## src/rtl/core/nbbe_pkg.sv

```systemverilog
// Shared types and constants for the nonzero bounding box block.
// Used by nbbe_track and the top level; no dependencies.
package nbbe_pkg;

  // Configuration register width and register indexes
  localparam int CFG_W = 12;
  localparam int IDX_W = 2;
  localparam logic [IDX_W-1:0] REG_FRAME_WIDTH  = 2'd0;
  localparam logic [IDX_W-1:0] REG_FRAME_HEIGHT = 2'd1;

  // Output field widths
  localparam int BOX_W = 12;
  localparam int PT_W  = 11;

  // Effective frame geometry after clamping, plus last column and row index
  typedef struct packed {
    logic [CFG_W-1:0] width;
    logic [CFG_W-1:0] height;
    logic [CFG_W-1:0] last_col;
    logic [CFG_W-1:0] last_row;
  } frame_geom_t;

  // One frame result
  typedef struct packed {
    logic [BOX_W-1:0] box_x;
    logic [BOX_W-1:0] box_y;
    logic [BOX_W-1:0] box_width;
    logic [BOX_W-1:0] box_height;
    logic [PT_W-1:0]  top_x;
    logic [PT_W-1:0]  top_y;
    logic [PT_W-1:0]  left_x;
    logic [PT_W-1:0]  left_y;
    logic [PT_W-1:0]  bottom_x;
    logic [PT_W-1:0]  bottom_y;
    logic [PT_W-1:0]  right_x;
    logic [PT_W-1:0]  right_y;
  } box_result_t;

endpackage

```

## src/rtl/core/nonzero_bounding_box_extremes.sv

```systemverilog
// Bounding box and extreme points of the nonzero pixels in a raster frame.
// The result is registered: it loads as the frame's last pixel leaves the input register.
// Throughput: one pixel per clock, set by the input register feeding the tracker;
// only the last pixel of a frame waits while an earlier result is still held.
// Reset: frame size returns to 400 by 400 (clamped to MAX_SIDE), position to
// the first pixel, and both channels empty. Depends on nbbe_pkg, nbbe_track.
module nonzero_bounding_box_extremes import nbbe_pkg::*; #(
  parameter int MAX_SIDE = 2048
) (
  input  logic              clk,
  input  logic              rst,
  // configuration
  input  logic              cfg_write,
  input  logic [IDX_W-1:0]  cfg_index,
  input  logic [CFG_W-1:0]  cfg_data,
  // pixel stream
  input  logic              pixel_valid,
  output logic              pixel_stall,
  input  logic [7:0]        pixel,
  // frame result
  output logic              box_valid,
  input  logic              box_stall,
  output logic [BOX_W-1:0]  box_x,
  output logic [BOX_W-1:0]  box_y,
  output logic [BOX_W-1:0]  box_width,
  output logic [BOX_W-1:0]  box_height,
  output logic [PT_W-1:0]   top_point_x,
  output logic [PT_W-1:0]   top_point_y,
  output logic [PT_W-1:0]   left_point_x,
  output logic [PT_W-1:0]   left_point_y,
  output logic [PT_W-1:0]   bottom_point_x,
  output logic [PT_W-1:0]   bottom_point_y,
  output logic [PT_W-1:0]   right_point_x,
  output logic [PT_W-1:0]   right_point_y
);

  localparam int EFF_MAX   = (MAX_SIDE < 4095) ? MAX_SIDE : 4095;
  localparam int RESET_EFF = (400 > EFF_MAX) ? EFF_MAX : 400;
  localparam logic [CFG_W-1:0] SIDE_CAP   = CFG_W'(EFF_MAX);
  localparam logic [CFG_W-1:0] RESET_SIDE = CFG_W'(RESET_EFF);

  frame_geom_t      geom;
  logic [CFG_W-1:0] side_eff;
  logic             restart;

  logic             s1_valid;
  logic [7:0]       s1_pixel;
  logic             s1_go;
  logic             frame_end;
  logic             out_free;
  box_result_t      track_result;
  box_result_t      box_reg;

  // Clamp the written size into 1..MAX_SIDE, and to at most 4095
  always_comb begin
    if (cfg_data == '0) begin
      side_eff = CFG_W'(1);
    end else if (32'(cfg_data) > MAX_SIDE) begin
      side_eff = SIDE_CAP;
    end else begin
      side_eff = cfg_data;
    end
  end

  assign restart = cfg_write &&
                   (cfg_index == REG_FRAME_WIDTH || cfg_index == REG_FRAME_HEIGHT);

  // Hold the effective frame geometry
  always_ff @(posedge clk) begin
    if (rst) begin
      geom.width    <= RESET_SIDE;
      geom.height   <= RESET_SIDE;
      geom.last_col <= RESET_SIDE - CFG_W'(1);
      geom.last_row <= RESET_SIDE - CFG_W'(1);
    end else if (cfg_write) begin
      if (cfg_index == REG_FRAME_WIDTH) begin
        geom.width    <= side_eff;
        geom.last_col <= side_eff - CFG_W'(1);
      end else if (cfg_index == REG_FRAME_HEIGHT) begin
        geom.height   <= side_eff;
        geom.last_row <= side_eff - CFG_W'(1);
      end
    end
  end

  // Handshake: the last pixel of a frame needs a free result register
  assign out_free    = !box_valid || !box_stall;
  assign s1_go       = s1_valid && (!frame_end || out_free);
  assign pixel_stall = s1_valid && !s1_go;

  // Input register
  always_ff @(posedge clk) begin
    if (rst) begin
      s1_valid <= 1'b0;
    end else if (pixel_valid && !pixel_stall) begin
      s1_valid <= 1'b1;
    end else if (s1_go) begin
      s1_valid <= 1'b0;
    end
  end

  always_ff @(posedge clk) begin
    if (pixel_valid && !pixel_stall) begin
      s1_pixel <= pixel;
    end
  end

  nbbe_track #(
    .MAX_SIDE (MAX_SIDE)
  ) u_track (
    .clk       (clk),
    .rst       (rst),
    .restart   (restart),
    .step      (s1_go),
    .pixel     (s1_pixel),
    .geom      (geom),
    .frame_end (frame_end),
    .result    (track_result)
  );

  // Result register: load on frame end, drop once taken
  always_ff @(posedge clk) begin
    if (rst) begin
      box_valid <= 1'b0;
    end else if (s1_go && frame_end) begin
      box_valid <= 1'b1;
    end else if (!box_stall) begin
      box_valid <= 1'b0;
    end
  end

  always_ff @(posedge clk) begin
    if (s1_go && frame_end) begin
      box_reg <= track_result;
    end
  end

  assign box_x          = box_reg.box_x;
  assign box_y          = box_reg.box_y;
  assign box_width      = box_reg.box_width;
  assign box_height     = box_reg.box_height;
  assign top_point_x    = box_reg.top_x;
  assign top_point_y    = box_reg.top_y;
  assign left_point_x   = box_reg.left_x;
  assign left_point_y   = box_reg.left_y;
  assign bottom_point_x = box_reg.bottom_x;
  assign bottom_point_y = box_reg.bottom_y;
  assign right_point_x  = box_reg.right_x;
  assign right_point_y  = box_reg.right_y;

  // Stall only while a pixel sits in the input register
  a_stall_needs_item: assert property (@(posedge clk) disable iff (rst)
    pixel_stall |-> s1_valid)
    else $error("pixel stall raised with empty input register");

  // An empty frame has zero width and zero height together
  a_empty_consistent: assert property (@(posedge clk) disable iff (rst)
    (box_valid && box_width == '0) |-> (box_height == '0))
    else $error("empty result with nonzero height");

  // A nonempty box lies inside the frame width
  a_box_inside: assert property (@(posedge clk) disable iff (rst)
    (box_valid && box_width != '0) |->
      ({1'b0, box_x} + {1'b0, box_width} <= {1'b0, geom.width}))
    else $error("bounding box extends past frame width");

endmodule

```

## src/rtl/core/nbbe_track.sv

```systemverilog
// Raster position counters and extreme point tracking for one frame.
// Builds the frame result from the updated points. Depends on nbbe_pkg.
module nbbe_track import nbbe_pkg::*; #(
  parameter int MAX_SIDE = 2048
) (
  input  logic        clk,
  input  logic        rst,
  input  logic        restart,
  input  logic        step,
  input  logic [7:0]  pixel,
  input  frame_geom_t geom,
  output logic        frame_end,
  output box_result_t result
);

  localparam int EFF_MAX = (MAX_SIDE < 4095) ? MAX_SIDE : 4095;
  localparam int PW      = (EFF_MAX > 1) ? $clog2(EFF_MAX) : 1;

  typedef struct packed {
    logic [PW-1:0] x;
    logic [PW-1:0] y;
  } point_t;

  logic [PW-1:0] col;
  logic [PW-1:0] row;
  logic          seen;
  point_t        top_pt, left_pt, bottom_pt, right_pt;

  logic          seen_next;
  point_t        top_next, left_next, bottom_next, right_next;
  point_t        here;
  logic [PW:0]   span_x, span_y;

  // Fold the current pixel into the extreme points
  always_comb begin
    here        = '{x: col, y: row};
    seen_next   = seen;
    top_next    = top_pt;
    left_next   = left_pt;
    bottom_next = bottom_pt;
    right_next  = right_pt;
    if (pixel != 8'd0) begin
      if (!seen) begin
        seen_next   = 1'b1;
        top_next    = here;
        left_next   = here;
        bottom_next = here;
        right_next  = here;
      end else begin
        if (col < left_pt.x)   left_next   = here;
        if (row > bottom_pt.y) bottom_next = here;
        if (col > right_pt.x)  right_next  = here;
      end
    end
  end

  assign frame_end = (col >= PW'(geom.last_col)) && (row >= PW'(geom.last_row));

  // Build the crop rectangle and points, or the empty-frame result
  always_comb begin
    span_x = {1'b0, right_next.x} - {1'b0, left_next.x} + (PW+1)'(1);
    span_y = {1'b0, bottom_next.y} - {1'b0, top_next.y} + (PW+1)'(1);
    result = '0;
    if (seen_next) begin
      result.box_x      = BOX_W'(left_next.x);
      result.box_y      = BOX_W'(top_next.y);
      result.box_width  = BOX_W'(span_x);
      result.box_height = BOX_W'(span_y);
      result.top_x      = PT_W'(top_next.x);
      result.top_y      = PT_W'(top_next.y);
      result.left_x     = PT_W'(left_next.x);
      result.left_y     = PT_W'(left_next.y);
      result.bottom_x   = PT_W'(bottom_next.x);
      result.bottom_y   = PT_W'(bottom_next.y);
      result.right_x    = PT_W'(right_next.x);
      result.right_y    = PT_W'(right_next.y);
    end else begin
      result.box_x = geom.width;
      result.box_y = geom.height;
    end
  end

  // Advance the raster position; restart on frame end or geometry register write
  always_ff @(posedge clk) begin
    if (rst || restart) begin
      col  <= '0;
      row  <= '0;
      seen <= 1'b0;
    end else if (step) begin
      if (frame_end) begin
        col  <= '0;
        row  <= '0;
        seen <= 1'b0;
      end else begin
        seen <= seen_next;
        if (col >= PW'(geom.last_col)) begin
          col <= '0;
          row <= row + PW'(1);
        end else begin
          col <= col + PW'(1);
        end
      end
    end
  end

  // Hold the points; they are only read while seen is set
  always_ff @(posedge clk) begin
    if (step) begin
      top_pt    <= top_next;
      left_pt   <= left_next;
      bottom_pt <= bottom_next;
      right_pt  <= right_next;
    end
  end

endmodule

```

## config.mk

```make
export PLATFORM = sky130hd
export DESIGN_NAME = nonzero_bounding_box_extremes
export DESIGN_NICKNAME = d
export VERILOG_FILES = /design/src/rtl/core/nbbe_pkg.sv /design/src/rtl/core/nonzero_bounding_box_extremes.sv /design/src/rtl/core/nbbe_track.sv
export SDC_FILE = /design/constraint.sdc
export NUM_CORES = 1
export LEC_CHECK = 0
export ABC_AREA = 1
export BUFFER_PORTS_ARGS = -buffer_cell sky130_fd_sc_hd__buf_4
export CAP_MARGIN = 20
export CORE_MARGIN = 2
export CORE_UTILIZATION = 50
export CTS_BUF_LIST = sky130_fd_sc_hd__clkbuf_4 sky130_fd_sc_hd__clkbuf_8 sky130_fd_sc_hd__clkbuf_16
export DETAILED_ROUTE_END_ITERATION = 10
export GPL_TIMING_DRIVEN = 0
export PLACE_DENSITY_LB_ADDON = 0.05
export SLEW_MARGIN = 0
export SYNTH_ARGS = -nofsm -noshare
export SYNTH_HDL_FRONTEND = slang
export SYNTH_SLANG_ARGS = --single-unit
```

## constraint.sdc

```tcl
create_clock -name clk -period 6.3 [get_ports clk]
set_input_delay 0.945 -clock clk [delete_from_list [all_inputs] [get_ports clk]]
set_output_delay 0.945 -clock clk [all_outputs]
set_load 0.03 [all_outputs]
```

Word level (Yosys, flattened, before mapping). Index checks and enable logic that the tools add are counted.

Register bits: 303. Latch bits: 0. Memory bits (writable): 0. Bits in read-only memories: 0. Bits of input ports: 27. Word-level logic and storage cells: 95. Memories: 0.

$add $sub $neg: 7. Multipliers: 0. Div/mod/pow operators: 0. $lt $le $gt $ge: 6. Equality and inequality tests: 2. Shifts and indexed selects: 0. Multiplexer cells: 24. Bitwise logic cells: 1. Reduce and logical (&&, ||, !) cells: 23.

Operators with widths (count): two-way mux 22 bit (11); two-way mux 11 bit (4); adder 12 x 1 -> 12 bit, second input constant (2); two-way mux 12 bit (2); subtractor 11 x 11 -> 12 bit (2); two-way mux 23 bit (1); adder 11 x 1 -> 11 bit, second input constant (2); >= comparator 11 bit (2); greater-than comparator 11 bit (2); greater-than comparator 12 bit, second input constant (1); logical NOT 12 bit (1); < comparator 11 bit (1); subtractor 11 x 1 -> 11 bit, second input constant (1); nonzero test 8 bit (1); logical AND 1 bit (6); two-way mux 1 bit (6); logical NOT 1 bit (5); logical OR 1 bit (4); AND reduction 2 bit (2); nonzero test 2 bit (2); AND reduction 3 bit (1); == test 2 x 1 -> 1 bit, second input constant (1); logical NOT 2 bit (1); inequality test 2 x 1 -> 1 bit, second input constant (1); inverter 1 bit (1).

Logic depth before layout (Yosys ltp).
Depth after elaboration: 10. Mapped depth: 28. Gate-level depth less buffers: 27.

Hierarchy. From an unflattened synthesis, not the netlist that was laid out.

Cell total of the unflattened synthesis: 1703. Area total of the unflattened synthesis: 15491.1 µm².

By module, submodules not included: nbbe_track (times used 1, cells each 1268, area an instance 9012.4 µm², sequential area each 3103.0 µm²); nonzero_bounding_box_extremes (times used 1, cells each 435, area an instance 6478.7 µm², sequential area each 5325.1 µm²).

Worst setup path after synthesis. Ideal clock, no wire load.

Path kind: register to register. From: reg u_track.row[10]. To: reg box_reg, in the netlist bottom_point_x[0], enable pin. Setup time: 488 ps. Arrival: 4039 ps. Required time: 5812 ps. Slack: 1773 ps. Cell stages (with the launch flop): 9. Buffers on the path: 0. Clock period less this slack: 4527 ps. Path through: dfxtp_1 ha_1 nand2_1 nor2_1 and2_1 nand2_1 nand4_4 nand4_1 inv_1.

Cells in the longest elaborated chain, start to end: 6.

RTL lines: from (decl) (line nbbe_track.sv:25) `logic [PW-1:0] row;`; from (signal assigned) (line nbbe_track.sv:98) `row <= row + PW'(1);`; >= comparator 11 bit (*) (line nbbe_track.sv:57) `assign frame_end = (col >= PW'(geom.last_col)) && (row >= PW'(geom.last_row));`; logical AND 1 bit (*) (line nbbe_track.sv:57); logical NOT 1 bit (line nonzero_bounding_box_extremes.sv:88) `assign s1_go = s1_valid && (!frame_end || out_free);`; logical OR 1 bit (line nonzero_bounding_box_extremes.sv:88); logical AND 1 bit (line nonzero_bounding_box_extremes.sv:88); logical AND 1 bit (*) (line nonzero_bounding_box_extremes.sv:133) `if (s1_go && frame_end) begin`; to (signal assigned) (line nonzero_bounding_box_extremes.sv:134) `box_reg <= track_result;`; to (decl) (line nonzero_bounding_box_extremes.sv:52) `box_result_t box_reg;`.

Every way passes the cells marked *; elsewhere a longest branch is shown, timed or not. A chain may end at the register's enable or synchronous reset.

==> reports/summary.md <==
Clock network
• 0.51 ns — worst-skew pair later-pin latency
• 0 — Hold-fix buffers, CTS
• clkbuf_16 — CTS root buffer
• 35 — CTS buffer count
• 0 — number of cells upsized or downsized after cts
• 3 — deepest clock path buffer count
• 303 — Sinks on Clock Net
• built — clock tree from TritonCTS
• 0 — post-CTS setup buffers
• 2 — H-tree depth reported by CTS
• 0.06 ns — Clk pin slew, worst setup/hold paths

Worst setup path
• flip-flop — nature of the critical path endpoint
• 0.60 ns — maximum cell stage delay along the critical path
• dfxtp_1 — cell with the largest stage delay on the worst path
• 6.57 ns — CP required
• adder cells — Largest delay share family, worst path
• 2 — critical path buffer and inverter count
• flip-flop to flip-flop — WS Path Type
• 2.15 ns — setup slack of the most critical reg-to-reg path
• 4.42 ns — crit path DAT
• flip-flop — type of origin of the critical path
• 10 — largest fanout on the critical path
• nor2_1 — CP dominant cell by count
• ha_1 > a21oi_1 > o21ai_0 > nand3_1 > nand4_1 > nand3_1 > buf_2 > nand2_1 > nand2_1 > inv_1 > ha_1 > ha_1 > fa_1 > nand3_1 > a21oi_1 > nor2_1 > nor2_1 > o21ai_0 > nand2_1 > nor2_1 > nor2_1 — worst path cell trace

Yosys
• 9.29 µm² — Post-Synthesis Mean Instance Area
• 1,657 — post-synthesis instance total
• 42 — synth unique cells
• 0 — warnings from Yosys
• 303 — Synth Register Bits
• 0.545 — sequential-to-total area share from yosys stat
• 1,785 — Mapped Nets
• 0.0154 mm² — Synth Cell Area
• 0 — Post-synth ARST share
• 232 — count of flip-flops with a built-in enable after synthesis
• edfxtp_1 — leading register cell type out of synthesis

Power
• 0.471 — sequential group share of total power
• 257 mW/mm² — power density over cell area
• 0.00894 µW — Leak Pwr
• 1080 µW — net switching power
• 0.090 — proportion of power drawn by combinational gates
• 3640 µW — Internal Dissipation
• 0.229 — share of total power consumed by net switching
• 0.439 — Clk pwr share
• 0.000239 V — Worst IR Drop VDD

Routing
• 12,131 — routed vias
• 5.32 — Via density
• 6 — first drt pass iteration count
• 0 — DRC violation count after routing
• 1,035 — violation count after the first detailed-routing iteration
• 0 — antenna-violating nets left
• 17.7 µm — drt wl/cell
• 40,400 µm — Final Routed Wirelength

Global route
• 81 — pin count of the biggest net entering global routing
• 0 — Overflow after GRT
• 63,600 µm — global-route wire length before repair
• 11,424 — number of global-route vias before repair
• 0 — antenna violations before repair
• 0.249 — GR Util All Layers

Final layout
• 0.149 — fraction of layout cells with a size suffix above 1
• 19.2% — layout overhead on the synthesized area
• 0 — Antenna diodes
• 0.603 — post-layout util
• 1,987 — Final nets

Die
• 179 µm — die boundary width
• 0.506 — initial cell density of the core
• 0.0322 mm² — Total Die Area
• 179 µm — vertical extent of the die
• 165 — top-level I/O count
• 0.0304 mm² — Core Footprint
• 64 — Cell Rows

STA
• no — setup repair after global routing missed its margin
• 0 — number of hold violations in the final report
• 0 — number of max-slew violations in the final report
• 0 — number of endpoints failing setup at the final stage
• 0 ns — total negative slack
• 1.06 ns — actual transition at the worst max-transition pin
• 0.0203 ns — final clock skew
• 0.659 — final worst path period share
• 241 MHz — highest clock rate
• 0.291 — normalized max-slew margin
• 4.15 ns — crit path time final

Placement
• 0.918 — gp weighted congestion
• 163 — Port Buffer Count
• 29,800 µm — dpl hpwl

Outcome
• complete, no violations — run status

Worst hold path
• flip-flop to flip-flop — Hold Crit Class

Flow run
• 0 — total of max-cap violations

==> worst paths after layout <==
check                                   start                          to  depth (start not counted)
setup / recovery  u_track.col[2]$_SDFFE_PP0P_  box_width[9]$_SDFFCE_PP0P_                         21
hold / removal          geom[24]$_SDFFE_PP0P_       geom[24]$_SDFFE_PP0P_                          2
setup reg to reg  u_track.col[2]$_SDFFE_PP0P_  box_width[9]$_SDFFCE_PP0P_                         21
hold reg to reg         geom[24]$_SDFFE_PP0P_       geom[24]$_SDFFE_PP0P_                          2
==> final cells by class <==
type | count | area, µm²
clock buffer | 47 | 1010
multi-input combinational | 1024 | 5670
buffer | 63 | 329
sequential | 303 | 8390
clock inverter | 15 | 173
tap | 396 | 495
inverter | 267 | 1010
fill | 2767 | 12100
timing repair buffer | 165 | 1280
==> cells by family after synthesis <==
kind of cell / after synthesis / share of synthesized area
XOR/XNOR: 26 / 0.0148
AND/OR/NAND/NOR: 658 / 0.184
buffers and inverters: 330 / 0.0865
AO/OA/AOI/OAI: 239 / 0.0863
flip-flops: 303 / 0.545
adder cells (fa/ha/maj): 101 / 0.0831
==> cell usage after synthesis, drive strengths merged, types with 2 or more instances <==
cell	instances	area share
o21ai	92	0.032
fa	2	0.0026
nand4	56	0.024
nor2	138	0.034
buf	37	0.015
clkbuf	26	0.0063
and2	13	0.0053
a21oi	114	0.037
nand2	353	0.087
clkinv	2	0.00049
o211ai	2	0.00098
inv	265	0.065
xor2	23	0.013
xnor2	3	0.0017
nor3	12	0.0039
o21bai	3	0.0015
o41ai	4	0.0023
dfxtp	71	0.092
o2111ai	4	0.0023
a21o	4	0.0020
o21a	13	0.0063
ha	99	0.080
nand3	83	0.028
edfxtp	232	0.45
nand3b	2	0.00098
==> routing by layer <==
layer	vias up	wire, µm	GRT usage
met2	448	18200	0.394
met3	74	2800	0.0340
met4	0	1090	0.0748
li1	5931	-	-
met1	5678	18400	0.358
met5	-	0	0
==> sequential cells by signal, indices dropped and copies added (netlist names), 22 cells and up <==
register / cells
geom: 46
u_track.left_pt: 22
u_track.right_pt: 22
u_track.bottom_pt: 22
u_track.top_pt: 22
==> metrics by stage <==
stage,setup slack [ns],cells,instance area [µm²],hold WS (ns),power (µW)
after CTS,2.17,2280,18400,0.460,4750
final,2.15,2280,18400,0.457,4720
after floorplan,1.77,1657,15400,0.427,2560
after detailed placement,2.18,2218,17200,0.453,2680
after global routing,1.72,2280,18400,0.482,4890
after global placement,0.312,2216,17100,0.447,2680
==> power by group through the flow <==
stage	logic (µW)	clock network, µW	registers, µW
finish	424	2070	2220
global route	481	2190	2230
CTS	421	2100	2220
detailed placement	417	0	2260
global placement	411	0	2270
floorplan	298	0	2260
==> worst reg2reg max path: cells and delay by family (launching register included) <==
family / cells / cell delay (ns)
compound gates: 4 / 0.48
simple gates: 11 / 1.19
fa+ha+maj: 4 / 1.25
flops: 1 / 0.60
buf+inv: 2 / 0.39
==> placed cells by master, fill, tap and decap left out, types with 20 or more instances in the layout <==
master       n
nand2_1    348
inv_1      261
edfxtp_1   232
buf_4      169
nor2_1     135
a21oi_1    114
ha_1        99
nand3_1     81
o21ai_0     79
dfxtp_1     71
nand4_1     54
clkbuf_16   37
clkbuf_1    26
xor2_1      23
buf_2       20
Note: power is estimated with default switching activity, not from simulation.
